`config.mk`:
```
export PLATFORM = sky130hd
export DESIGN_NAME = qie_queue
export DESIGN_NICKNAME = d
export VERILOG_FILES = /design/src/hw/rtl/qie_pkg.sv /design/src/hw/rtl/qie_queue.sv
export SDC_FILE = /design/constraint.sdc
export NUM_CORES = 1
export LEC_CHECK = 0
export BUFFER_PORTS_ARGS = -buffer_cell sky130_fd_sc_hd__buf_2
export CORE_MARGIN = 2
export CORE_UTILIZATION = 40
export DETAILED_ROUTE_END_ITERATION = 12
export GPL_TIMING_DRIVEN = 0
export PLACE_DENSITY_LB_ADDON = 0.1
export SYNTH_ARGS = -nofsm -noshare
export SYNTH_HDL_FRONTEND = slang
export SYNTH_SLANG_ARGS = --single-unit
export TNS_END_PERCENT = 50
```
`constraint.sdc`:
```
create_clock -name aclk -period 23.1 [get_ports aclk]
set_input_delay 2.31 -clock aclk [delete_from_list [all_inputs] [get_ports aclk]]
set_output_delay 2.31 -clock aclk [all_outputs]
set_load 0.01 [all_outputs]
```
`src/hw/rtl/qie_pkg.sv`:
```
// shared types, constants and codes of the quad instruction executor
`timescale 1ns / 1ps

package qie_pkg;

    localparam int VAR_SLOTS_DEF = 256;
    localparam int SLOT_W        = 8;
    localparam int SLOT_RANGE    = 1 << SLOT_W;
    localparam int DATA_W        = 64;
    localparam int CMD_W         = 5;
    localparam int QDEPTH        = 2;

    localparam logic [CMD_W-1:0] CMD_NOP    = 5'd0;
    localparam logic [CMD_W-1:0] CMD_GOTO   = 5'd1;
    localparam logic [CMD_W-1:0] CMD_READ   = 5'd2;
    localparam logic [CMD_W-1:0] CMD_PRINT  = 5'd3;
    localparam logic [CMD_W-1:0] CMD_ASSIGN = 5'd4;
    localparam logic [CMD_W-1:0] CMD_ADD    = 5'd5;
    localparam logic [CMD_W-1:0] CMD_SUB    = 5'd6;
    localparam logic [CMD_W-1:0] CMD_MUL    = 5'd7;
    localparam logic [CMD_W-1:0] CMD_DIV    = 5'd8;
    localparam logic [CMD_W-1:0] CMD_LT     = 5'd9;
    localparam logic [CMD_W-1:0] CMD_GT     = 5'd10;
    localparam logic [CMD_W-1:0] CMD_EQ     = 5'd11;
    localparam logic [CMD_W-1:0] CMD_NE     = 5'd12;
    localparam logic [CMD_W-1:0] CMD_LE     = 5'd13;
    localparam logic [CMD_W-1:0] CMD_GE     = 5'd14;
    localparam logic [CMD_W-1:0] CMD_AND    = 5'd15;
    localparam logic [CMD_W-1:0] CMD_OR     = 5'd16;
    localparam logic [CMD_W-1:0] CMD_BREAK  = 5'd17;

    localparam logic [1:0] KIND_ABSENT = 2'd0;
    localparam logic [1:0] KIND_NUMBER = 2'd1;
    localparam logic [1:0] KIND_CHAR   = 2'd2;
    localparam logic [1:0] KIND_VAR    = 2'd3;

    localparam logic [1:0] ERR_NONE = 2'd0;
    localparam logic [1:0] ERR_DIV0 = 2'd1;
    localparam logic [1:0] ERR_BRK  = 2'd2;
    localparam logic [1:0] ERR_HALT = 2'd3;

    typedef enum logic [3:0] {
        CLS_NOP, CLS_GOTO, CLS_READ, CLS_PRINT, CLS_ASSIGN,
        CLS_ALU, CLS_MUL, CLS_DIV, CLS_BREAK
    } op_class_t;

    typedef enum logic [2:0] {
        B_IDLE, B_EXEC, B_MUL, B_DIV, B_FIN
    } back_state_t;

    typedef struct packed {
        logic [CMD_W-1:0]         cmd;
        logic [1:0]               first_kind;
        logic signed [DATA_W-1:0] first_literal;
        logic [SLOT_W-1:0]        first_slot;
        logic [1:0]               second_kind;
        logic signed [DATA_W-1:0] second_literal;
        logic [SLOT_W-1:0]        second_slot;
        logic                     dest_present;
        logic [SLOT_W-1:0]        dest_slot;
        logic signed [DATA_W-1:0] read_value;
        logic                     read_is_char;
    } in_word_t;

    typedef struct packed {
        logic                     print_valid;
        logic signed [DATA_W-1:0] print_value;
        logic                     print_as_char;
        logic                     branch_taken;
        logic [1:0]               error_code;
    } out_word_t;

    // classified quad as it waits between front and back
    typedef struct packed {
        op_class_t                cls;
        logic [CMD_W-1:0]         cmd;
        logic [1:0]               k1;
        logic [1:0]               k2;
        logic [DATA_W-1:0]        lit1;
        logic [DATA_W-1:0]        lit2;
        logic [SLOT_W-1:0]        idx_a;
        logic [SLOT_W-1:0]        idx_b;
        logic                     dest;
        logic [SLOT_W-1:0]        dest_idx;
        logic [DATA_W-1:0]        read_value;
        logic                     read_is_char;
    } quad_t;

    typedef struct packed {
        logic halted;
        logic clr_done;
    } back_status_t;

endpackage

```
`src/hw/rtl/qie_queue.sv`:
```
// short queue of classified quads between front and back
`timescale 1ns / 1ps

module qie_queue (
    input  logic           aclk,
    input  logic           aresetn,
    input  logic           push,
    input  qie_pkg::quad_t din,
    input  logic           pop,
    output qie_pkg::quad_t dout,
    output logic           full,
    output logic           empty
);

    localparam int PTR_W = (qie_pkg::QDEPTH > 1) ? $clog2(qie_pkg::QDEPTH) : 1;
    localparam int CNT_W = $clog2(qie_pkg::QDEPTH + 1);

    qie_pkg::quad_t   mem_reg [qie_pkg::QDEPTH];
    logic [PTR_W-1:0] wptr_reg, wptr_next;
    logic [PTR_W-1:0] rptr_reg, rptr_next;
    logic [CNT_W-1:0] count_reg, count_next;

    assign full  = (count_reg == CNT_W'(qie_pkg::QDEPTH));
    assign empty = (count_reg == '0);
    assign dout  = mem_reg[rptr_reg];

    always_comb begin
        wptr_next  = wptr_reg;
        rptr_next  = rptr_reg;
        count_next = count_reg;
        if (push) begin
            wptr_next = (wptr_reg == PTR_W'(qie_pkg::QDEPTH - 1)) ? '0 : wptr_reg + 1'b1;
        end
        if (pop) begin
            rptr_next = (rptr_reg == PTR_W'(qie_pkg::QDEPTH - 1)) ? '0 : rptr_reg + 1'b1;
        end
        if (push && !pop) begin
            count_next = count_reg + 1'b1;
        end else if (pop && !push) begin
            count_next = count_reg - 1'b1;
        end
    end

    always_ff @(posedge aclk) begin
        if (!aresetn) begin
            wptr_reg  <= '0;
            rptr_reg  <= '0;
            count_reg <= '0;
        end else begin
            wptr_reg  <= wptr_next;
            rptr_reg  <= rptr_next;
            count_reg <= count_next;
        end
    end

    always_ff @(posedge aclk) begin
        if (push) begin
            mem_reg[wptr_reg] <= din;
        end
    end

endmodule

```
Word-level counts from Yosys, hierarchy flattened
Memory sizes are Yosys's and may differ from the RTL's. A register that Yosys moved wholly into a read port is not among the register bits.
Cells that the tools add are included.
{ "word_totals": {"wordCells": 23, "ff_bits": 4, "ram_bits": 462, "mem_count": 1} }
{ "mem_list": {"columns": ["name", "words", "word_bits", "read_ports", "rd_clocked_by_memory_dff", "wr", "line", "source"], "rows": [
  ["mem_reg", 2, 231, 1, 1, 1, "qie_queue.sv:18", "qie_pkg::quad_t mem_reg [qie_pkg::QDEPTH];"]
]} }
{ "classes": {"reduce_logical": 6, "n_mux": 8, "addsub": 4, "n_eq_ne": 1} }
{ "op_table": {"columns": ["operator", "n"], "rows": [
  ["2-to-1 mux 1 bit", 6],
  ["2-to-1 mux 2 bit", 2],
  ["adder 1 bit, second input constant", 2],
  ["adder 2 x 1 -> 2 bit, second input constant", 1],
  ["equality test 2 bit, second input constant", 1],
  ["logical AND 1 bit", 2],
  ["zero test 1 bit", 2],
  ["zero test 2 bit", 1],
  ["nonzero test 2 bit", 1],
  ["subtractor 2 x 1 -> 2 bit, second input constant", 1]
]} }

Logic depth before layout (Yosys ltp)
{ "depth": {"depth_word": 4, "depth_mapped": 5} }

Least setup slack after synthesis
No wires, ideal clock.
{ "synth_timing": {"path_type": "input-to-reg", "start": "input push", "end": "register wptr_reg", "cell_stages": 2, "required_time_ns": 22.995, "path_buffers": 0, "path_slack_ns": 9.925, "setup_ns": 0.105, "arrival_time_ns": 13.070, "path_cell_list": "nor2b_1 -> o21a_1"} }
{ "synth_rtl": {"columns": ["item", "line", "source"], "rows": [
  ["start: declaration", "qie_queue.sv:7", "input logic push,"],
  ["end signal: assignment", "qie_queue.sv:50", "wptr_reg <= wptr_next;"],
  ["end: declaration", "qie_queue.sv:19", "logic [PTR_W-1:0] wptr_reg, wptr_next;"]
]} }

==> impl_metrics.ini <==
[global_routing]
track_usage = 0.167
grt_pass1_wl_um = 57300
grt-ovfl-total = 0
grt_use_met2 = 0.277
grtUsageMet3 = 0.0701
grt_antenna_before_repair = 14
grt_pass1_vias = 9209
grt_max_degree = 62
top_usage_layer = met2
use_met1 = 0.193

[cts]
htree_levels = 2
cts_tree = done
cts.sinks = 467
ctsLongestPathBuffers = 3
cts-resized-gates = 0
clk_latency_ns = 0.56
clockRootBuffer = clkbuf_16
cts_buffers = 48
postCtsSetupBuffers = 0
postCtsHoldBufs = 0
path_clk_slew_ns = 0.06

[detailed_routing]
drc = 0
ant_nets = 0
drt_wl_total_um = 38700
dr.pass1.iters = 4
wire_per_inst_um = 20.3
vias_per_cell = 4.60
vias = 8776
drtIter0Drc = 449

[timing]
grt_setup_unrepaired = false
fin_ws_ns = 18.81
final-setup-viol-count = 0
slew_headroom = 0.623
max_freq_mhz = 233
post-route-period-util = 0.186
final.setup.tns_ns = 0
fin_skew_ns = 0.00920
drv_slew = 0
worst_pin_slew_ns = 0.565
hold_viol = 0
min_period_ns = 4.29

[cells_and_area]
largest_reg_flops = 462
fin_util = 0.514
syn2layout_area_growth_pct = 27.3
drive_gt1_frac = 0.613
layout_commonest_cell = buf_2
fin_nets = 1508
final_cell_mix = 471 x buf_2, 462 x edfxtp_1, 190 x mux2_4

[logic_synthesis]
synthCells = 741
synth_seq_cells = 467
syn-cell-area_mm2 = 0.0177
synth_cell_types = 19
syn_nets = 977
syn_avg_cell_area_um2 = 23.9
yosys_warnings = 0
synth_seq_area_share = 0.789

[outcome]
outcome = finished, final reports clean

[critical_path]
critPathLaunchType = register
crit_fanout = 10
critical_path_required_ns = 20.79
crit_type = register to output pin
cp.arrival_ns = 1.98
endpoint_kind = output pin

[power]
p_int_uw = 1500
p_sw_uw = 425
max-vdd-ir-drop_v = 0.0000762
pwr-share-seq = 0.515
comb_power_share = 0.123
leakage_uw = 0.00886
p_per_area_mw_per_mm2 = 85.1
p_clk_frac = 0.362
switching_share = 0.221

[place]
place_ws_ns = 18.68
place_congestion = 0.761
port_buffers = 467
dp_hpwl_um = 27300

[die]
die_area_mm2 = 0.0460
initial_core_util = 0.403
die_w_um = 214
io_pins = 468
die_h_um = 214
row_count = 77
coreArea_mm2 = 0.0439

[worst_hold_path]
hold_path.class = register to register

[flow_run]
cap_viol_max_count = 0
## metal layers
| layer | vias up | wire length (µm) |
|---|---|---|
| met1 | 4324 | 14900 |
| met4 | 14 | 1110 |
| met2 | 304 | 18900 |
| met5 | - | 82 |
| li1 | 4054 | - |
| met3 | 80 | 3750 |
## per-stage QoR
step	power [µW]	instances	cell area (µm²)	hold WS [ns]
6_report	1920	1907	22600	0.516
5_1_grt	1990	1901	22500	0.568
4_1_cts	1950	1897	22500	0.517
3_5_place_dp	1250	1814	21100	0.513
3_3_place_gp	1260	1800	20800	0.490
2_1_floorplan	1160	741	17700	0.473
## kinds of logic after synthesis
kind of cell,count (synthesis),synth area share
and+or+nand+nor,9,0.00304
buffers and inverters,27,0.0179
xor gates and xnor gates,3,0.00148
adders and majority gates,1,0.000706
DFF,467,0.789
muxes,231,0.187
AOI/OAI and AO/OA,3,0.00113
## layout make-up
| cell class | instances | area (µm²) |
|---|---|---|
| repair buffers | 481 | 2680 |
| flip-flops and latches | 467 | 14000 |
| well taps | 592 | 741 |
| diodes | 10 | 25.0 |
| clock inverters | 25 | 133 |
| clock buffers | 58 | 1260 |
| plain buffers | 26 | 314 |
| fillers | 3711 | 21400 |
| multi-input cells | 247 | 3440 |
| inverters | 1 | 3.75 |
## cells in the mapped netlist, drive strengths merged
cell / n / share of area
xnor2: 1 / 0.00049
or3: 1 / 0.00035
edfxtp: 462 / 0.78
inv: 1 / 0.00021
o21a: 1 / 0.00042
buf: 26 / 0.018
and2: 4 / 0.0014
xor2: 2 / 0.00099
ha: 1 / 0.00071
o21ai: 1 / 0.00028
dfxtp: 5 / 0.0056
nor2: 1 / 0.00021
mux2: 231 / 0.19
a21boi: 1 / 0.00042
nor2b: 3 / 0.0011
## worst max-delay path, cell delays in order, from the launching register on
cell and delay, ns:
dfxtp_1 0.32, buf_6 0.14, buf_6 0.26, buf_6 0.23, mux2_4 0.31, buf_2 0.16
## power groups by stage
stage | combinational (µW) | clock, µW | sequential [µW]
detailed placement | 241 | 0 | 1010
finish | 237 | 695 | 990
floorplan | 138 | 0 | 1020
global placement | 230 | 0 | 1030
global route | 253 | 749 | 993
CTS | 242 | 719 | 990
## final timing paths
kind | startpoint | to | slack (ns) | cells after the start
worst max register to register | wptr_reg | mem_reg[0][84] | 20.88 | 6
worst min register to register | count_reg[1] | count_reg[1] | 0.52 | 2
worst min-delay path | count_reg[1] | count_reg[1] | 0.52 | 2
worst max-delay path | register | dout[124] | 18.81 | 5
No activity file was read; power rests on OpenSTA's default activity.
