File: config.mk
export PLATFORM = sky130hd
export DESIGN_NAME = qie_front
export DESIGN_NICKNAME = d
export VERILOG_FILES = /design/src/hw/rtl/qie_pkg.sv /design/src/hw/rtl/qie_front.sv
export SDC_FILE = /design/constraint.sdc
export NUM_CORES = 1
export LEC_CHECK = 0
export BUFFER_PORTS_ARGS = -buffer_cell sky130_fd_sc_hd__buf_2
export CAP_MARGIN = 20
export CORE_AREA = 2 2 178 180
export DETAILED_ROUTE_END_ITERATION = 10
export DIE_AREA = 0 0 180 182
export GPL_TIMING_DRIVEN = 0
export PLACE_DENSITY = 0.3
export REMOVE_ABC_BUFFERS = 1
export SETUP_SLACK_MARGIN = 0.15
export SLEW_MARGIN = 15
export SYNTH_ARGS = -nofsm -noshare
export SYNTH_HDL_FRONTEND = slang
export SYNTH_SLANG_ARGS = --single-unit
File: constraint.sdc
create_clock -name vclk -period 1.4
set_clock_uncertainty 0.05 [all_clocks]
set_input_delay 0.07 -clock vclk [all_inputs]
set_output_delay 0.07 -clock vclk [all_outputs]
set_load 0.01 [all_outputs]
File: src/hw/rtl/qie_pkg.sv
// shared types, constants and codes of the quad instruction executor
`timescale 1ns / 1ps

package qie_pkg;

    localparam int VAR_SLOTS_DEF = 256;
    localparam int SLOT_W        = 8;
    localparam int SLOT_RANGE    = 1 << SLOT_W;
    localparam int DATA_W        = 64;
    localparam int CMD_W         = 5;
    localparam int QDEPTH        = 2;

    localparam logic [CMD_W-1:0] CMD_NOP    = 5'd0;
    localparam logic [CMD_W-1:0] CMD_GOTO   = 5'd1;
    localparam logic [CMD_W-1:0] CMD_READ   = 5'd2;
    localparam logic [CMD_W-1:0] CMD_PRINT  = 5'd3;
    localparam logic [CMD_W-1:0] CMD_ASSIGN = 5'd4;
    localparam logic [CMD_W-1:0] CMD_ADD    = 5'd5;
    localparam logic [CMD_W-1:0] CMD_SUB    = 5'd6;
    localparam logic [CMD_W-1:0] CMD_MUL    = 5'd7;
    localparam logic [CMD_W-1:0] CMD_DIV    = 5'd8;
    localparam logic [CMD_W-1:0] CMD_LT     = 5'd9;
    localparam logic [CMD_W-1:0] CMD_GT     = 5'd10;
    localparam logic [CMD_W-1:0] CMD_EQ     = 5'd11;
    localparam logic [CMD_W-1:0] CMD_NE     = 5'd12;
    localparam logic [CMD_W-1:0] CMD_LE     = 5'd13;
    localparam logic [CMD_W-1:0] CMD_GE     = 5'd14;
    localparam logic [CMD_W-1:0] CMD_AND    = 5'd15;
    localparam logic [CMD_W-1:0] CMD_OR     = 5'd16;
    localparam logic [CMD_W-1:0] CMD_BREAK  = 5'd17;

    localparam logic [1:0] KIND_ABSENT = 2'd0;
    localparam logic [1:0] KIND_NUMBER = 2'd1;
    localparam logic [1:0] KIND_CHAR   = 2'd2;
    localparam logic [1:0] KIND_VAR    = 2'd3;

    localparam logic [1:0] ERR_NONE = 2'd0;
    localparam logic [1:0] ERR_DIV0 = 2'd1;
    localparam logic [1:0] ERR_BRK  = 2'd2;
    localparam logic [1:0] ERR_HALT = 2'd3;

    typedef enum logic [3:0] {
        CLS_NOP, CLS_GOTO, CLS_READ, CLS_PRINT, CLS_ASSIGN,
        CLS_ALU, CLS_MUL, CLS_DIV, CLS_BREAK
    } op_class_t;

    typedef enum logic [2:0] {
        B_IDLE, B_EXEC, B_MUL, B_DIV, B_FIN
    } back_state_t;

    typedef struct packed {
        logic [CMD_W-1:0]         cmd;
        logic [1:0]               first_kind;
        logic signed [DATA_W-1:0] first_literal;
        logic [SLOT_W-1:0]        first_slot;
        logic [1:0]               second_kind;
        logic signed [DATA_W-1:0] second_literal;
        logic [SLOT_W-1:0]        second_slot;
        logic                     dest_present;
        logic [SLOT_W-1:0]        dest_slot;
        logic signed [DATA_W-1:0] read_value;
        logic                     read_is_char;
    } in_word_t;

    typedef struct packed {
        logic                     print_valid;
        logic signed [DATA_W-1:0] print_value;
        logic                     print_as_char;
        logic                     branch_taken;
        logic [1:0]               error_code;
    } out_word_t;

    // classified quad as it waits between front and back
    typedef struct packed {
        op_class_t                cls;
        logic [CMD_W-1:0]         cmd;
        logic [1:0]               k1;
        logic [1:0]               k2;
        logic [DATA_W-1:0]        lit1;
        logic [DATA_W-1:0]        lit2;
        logic [SLOT_W-1:0]        idx_a;
        logic [SLOT_W-1:0]        idx_b;
        logic                     dest;
        logic [SLOT_W-1:0]        dest_idx;
        logic [DATA_W-1:0]        read_value;
        logic                     read_is_char;
    } quad_t;

    typedef struct packed {
        logic halted;
        logic clr_done;
    } back_status_t;

endpackage

File: src/hw/rtl/qie_front.sv
// front end: accepts quads, maps slots to store rows and classifies the command
`timescale 1ns / 1ps

module qie_front #(
    parameter int VAR_SLOTS = qie_pkg::VAR_SLOTS_DEF
) (
    input  logic             s_valid,
    output logic             s_ready,
    input  qie_pkg::in_word_t s_word,
    input  logic             q_full,
    input  logic             clr_done,
    output logic             push,
    output qie_pkg::quad_t   entry
);

    localparam int MEM_DEPTH = (VAR_SLOTS < qie_pkg::SLOT_RANGE) ? VAR_SLOTS
                                                                 : qie_pkg::SLOT_RANGE;

    logic [qie_pkg::SLOT_W-1:0] slot_map [qie_pkg::SLOT_RANGE];

    for (genvar i = 0; i < qie_pkg::SLOT_RANGE; i++) begin : g_map
        assign slot_map[i] = qie_pkg::SLOT_W'(i % MEM_DEPTH);
    end

    qie_pkg::op_class_t cls;

    always_comb begin
        case (s_word.cmd)
            qie_pkg::CMD_GOTO:   cls = qie_pkg::CLS_GOTO;
            qie_pkg::CMD_READ:   cls = qie_pkg::CLS_READ;
            qie_pkg::CMD_PRINT:  cls = qie_pkg::CLS_PRINT;
            qie_pkg::CMD_ASSIGN: cls = qie_pkg::CLS_ASSIGN;
            qie_pkg::CMD_MUL:    cls = qie_pkg::CLS_MUL;
            qie_pkg::CMD_DIV:    cls = qie_pkg::CLS_DIV;
            qie_pkg::CMD_BREAK:  cls = qie_pkg::CLS_BREAK;
            qie_pkg::CMD_ADD, qie_pkg::CMD_SUB, qie_pkg::CMD_LT, qie_pkg::CMD_GT,
            qie_pkg::CMD_EQ, qie_pkg::CMD_NE, qie_pkg::CMD_LE, qie_pkg::CMD_GE,
            qie_pkg::CMD_AND, qie_pkg::CMD_OR: cls = qie_pkg::CLS_ALU;
            default:             cls = qie_pkg::CLS_NOP;
        endcase
    end

    assign s_ready = !q_full && clr_done;
    assign push    = s_valid && s_ready;

    always_comb begin
        entry.cls          = cls;
        entry.cmd          = s_word.cmd;
        entry.k1           = s_word.first_kind;
        entry.k2           = s_word.second_kind;
        entry.lit1         = s_word.first_literal;
        entry.lit2         = s_word.second_literal;
        entry.idx_a        = slot_map[s_word.first_slot];
        // a read needs the destination type bit, not the second operand
        entry.idx_b        = (cls == qie_pkg::CLS_READ) ? slot_map[s_word.dest_slot]
                                                        : slot_map[s_word.second_slot];
        entry.dest         = s_word.dest_present;
        entry.dest_idx     = slot_map[s_word.dest_slot];
        entry.read_value   = s_word.read_value;
        entry.read_is_char = s_word.read_is_char;
    end

endmodule

Yosys cells after proc, flatten, opt, wreduce, memory -nomap -nowiden
Memory sizes are Yosys's and may differ from the RTL's.
Cells that the tools add are included.
{"block": "word_totals", "regBits": 0, "rom_bits": 6272, "in_bits": 230, "out_inout_bits": 233, "wordCells": 21, "memories": 4}
{"block": "op_classes", "order_cmp": 3, "eq_ne": 1, "mux": 7, "n_bitwise": 3, "n_reduce_logical": 3}
{"memory": "(name not given)", "words": 256, "word_bits": 8, "read_ports": 1, "rd_ports_with_merged_regs": 0, "write_ports": 0, "line": "qie_front.sv:56", "source": ": slot_map[s_word.second_slot];"}
{"memory": "(name not given)", "words": 256, "word_bits": 8, "read_ports": 1, "rd_ports_with_merged_regs": 0, "write_ports": 0, "line": "qie_front.sv:58", "source": "entry.dest_idx = slot_map[s_word.dest_slot];"}
{"memory": "(name not given)", "words": 256, "word_bits": 8, "read_ports": 1, "rd_ports_with_merged_regs": 0, "write_ports": 0, "line": "qie_front.sv:53", "source": "entry.idx_a = slot_map[s_word.first_slot];"}
{"memory": "(name not given)", "words": 32, "word_bits": 4, "read_ports": 1, "rd_ports_with_merged_regs": 0, "write_ports": 0, "line": "qie_front.sv:28", "source": "case (s_word.cmd)"}
{"operator": "$mux 8", "count": 7}
{"operator": "$ge 9x9->1 const B", "count": 3}
{"operator": "$not 8->9", "count": 3}
{"operator": "$eq 4x2->1 const B", "count": 1}
{"operator": "$logic_and 1x1->1", "count": 2}
{"operator": "$logic_not 1->1", "count": 1}

Longest topological paths before layout
{"block": "depth", "word_depth": 5, "mapped_depth": 5, "mapped_depth_nobuf": 5}

Least setup slack after synthesis
No wires, ideal clock.
{"block": "synth_timing", "kind": "input to output", "from": "input port s_word[226] (netlist name)", "to": "output port entry[74] (netlist name)", "arrival_time_ps": 1083, "slack_ps": 197, "path_stages": 3, "cell_sequence": "buf_2 -> nor4b_4 -> mux2_2"}
{"item": "start: declaration", "line": "qie_front.sv:9", "source": "input qie_pkg::in_word_t s_word,"}
{"item": "end: declaration", "line": "qie_front.sv:13", "source": "output qie_pkg::quad_t entry"}

==> results.ini <==
[run_status]
status = complete, no violations

[floorplan]
fp.dieW_um = 180
io_pins = 463
initial_core_util_pct = 6.126
std_cell_rows = 65
die_h_um = 182
core_area_um2 = 30990
dieArea_um2 = 32760

[route]
drt_iter0_markers = 128
first_pass_iters = 4
via_count = 1120
avgRoutedWirePerCell_um = 99.49
drc = 0
ant_nets = 0
avgViaCountPerCell = 2.300
routed_wl_um = 48450

[place]
post-dp-hpwl_um = 47220
placed_cells = 481
dpl_cell_area_um2 = 1007
gp_congestion = 1.283
portBuffers = 51

[timing]
finalHoldViolations = 0
max_slew_margin_pct = 81.94
rsz0062_at_grt = true
fin_crit_ns = 1.284
clock.fmax_ghz = 0.7787
finalMaxSlewViolations = 0
finalSetupViolations = 0
worst_slew_pin_slew_ns = 0.2698
fin_tns_setup_ns = 0
min_period_over_period_pct = 91.73

[hold_path]
hp-class = input port to primary output
worstHoldStart = s_word[148]

[cells_and_area]
instances_no_fill = 487
register_area_um2 = 0
diodes = 0
area_growth_pct = -36.72
design.seq.count = 0
final_area_um2 = 1201
fin_nets = 320
drive_gt1_share_pct = 82.35
clkbuf_count = 0

[synthesis]
synthSimpleGateAreaFrac_pct = 3.691
synth_cell_type_count = 20
synth_area_um2 = 1898
synth_compound_area_share_pct = 1.780
synthMuxAreaShare_pct = 5.274
synth_top_family_by_area = buffers and inverters
synthesis.instances = 248
synthXorXnorAreaFrac_pct = 0
ys_seq_area_share_pct = 0
synth_area_per_cell_um2 = 7.654
yosys.area_share.adder_pct = 1.978
yosys_warnings = 0

[power]
powerDensity_nw_per_um2 = 185.4
p_sw_share_pct = 42.94
power_frac_comb_pct = 100.0
p_sw_uw = 95.61
seq_power_share_pct = 0
power.share.clock_pct = 0
p_leak_uw = 0.0003982
peakVddDrop_mv = 0.08424
p_int_uw = 127.0

[clocking]
ctsHoldBuffers = 0

[global_routing]
grt-ovfl-total = 0
grt_pass1_wl_um = 50760
grt_pass1_vias = 869
grt_max_degree = 10
antenna_found_initial = 2
grtUsageTotal_pct = 28.48

[setup_path]
crit_path_start = s_word[224]
critPathCaptureType = primary output
required_ns = 1.28
cp-start-kind = input port
worstSetupPathType = input port to primary output
critPathMaxFanout = 8
arrival_ns = 1.16

[flow_run]
max_cap_viol_count = 0

worst max-delay path, cell delays in order:
cell and delay [ns]:
buf_12 0.10, nor2_4 0.09, nor4b_4 0.26, buf_12 0.19
mux2_4 0.32, buf_6 0.12
power groups by stage:
| stage | registers (uW) | clock network [uW] | logic [uW] |
|---|---|---|---|
| 2_1_floorplan | 0 | 0 | 53.0 |
| 3_3_place_gp | 0 | 0 | 161 |
| 3_5_place_dp | 0 | 0 | 161 |
| 4_1_cts | 0 | 0 | 214 |
| 5_1_grt | 0 | 0 | 236 |
| 6_report | 0 | 0 | 223 |
per-layer routing:
| layer | global-route usage, % | vias to the layer above | wire [um] |
|---|---|---|---|
| met4 | 11.80 | 6 | 2606 |
| met1 | 4.701 | 388 | 3280 |
| li1 | - | 219 | - |
| met5 | 4.593 | - | 207 |
| met3 | 44.65 | 42 | 15590 |
| met2 | 56.63 | 465 | 26770 |
cell usage in the layout (no fill, tap or decap), drive strengths merged:
cell type  instances
a21oi              1
and2               1
and3               1
buf               57
ha                 3
inv                2
mux2               8
mux2i              1
nand2              1
nand3              1
nand3b             1
nor2               2
nor2b              1
nor4b              1
o21a               1
o21ai              1
o22a               1
o22ai              1
synthesized netlist by cell type (all sizes together):
cell / instances / share of area (%)
buf: 220 / 87
mux2: 8 / 4.7
ha: 3 / 2.0
inv: 2 / 0.40
nor2: 2 / 0.53
a21oi: 1 / 0.26
and2: 1 / 0.33
and3: 1 / 0.40
mux2i: 1 / 0.53
nand2: 1 / 0.20
nand3: 1 / 0.26
nand3b: 1 / 0.40
nor2b: 1 / 0.33
nor4b: 1 / 1.3
o21a: 1 / 0.40
o21ai: 1 / 0.26
o22a: 1 / 0.53
o22ai: 1 / 0.33
layout make-up:
class | count | area (um^2)
inverter | 2 | 12.51
fill | 3661 | 29780
multi-input combinational | 26 | 276.5
timing repair buffer | 57 | 409.1
tap | 402 | 503.0
path summary, 6_finish.rpt:
path   endpoint  cells past startpoint
max   entry[80]                      6
min   entry[82]                      0
stage by stage:
stage / total power (uW) / hold WS, ns / setup WS, ns / utilization [%]
3_3_place_gp: 161.3 / 0.09018 / -0.3638 / 3.251
6_report: 222.6 / 0.09009 / 0.1158 / 3.876
5_1_grt: 235.6 / 0.09005 / 0.09838 / 3.876
3_5_place_dp: 160.9 / 0.09018 / -0.3872 / 3.251
2_1_floorplan: 53.03 / 0.09000 / 0.2648 / -
4_1_cts: 213.6 / 0.09018 / 0.1358 / 3.800
kinds of logic after synthesis:
group | count (synthesis)
buffers and inverters | 222
muxes | 9
and+or+nand+nor | 9
AOI/OAI and AO/OA | 5
adders and majority gates | 3
timing repair:
action | 4_1_cts | 5_1_grt
gates resized for setup | 31 | 2
buffers inserted | 4 | 2
pin swaps | 2 | 1
endpoints found under the setup margin | 8 | 8
(Power assumes the default switching activity.)
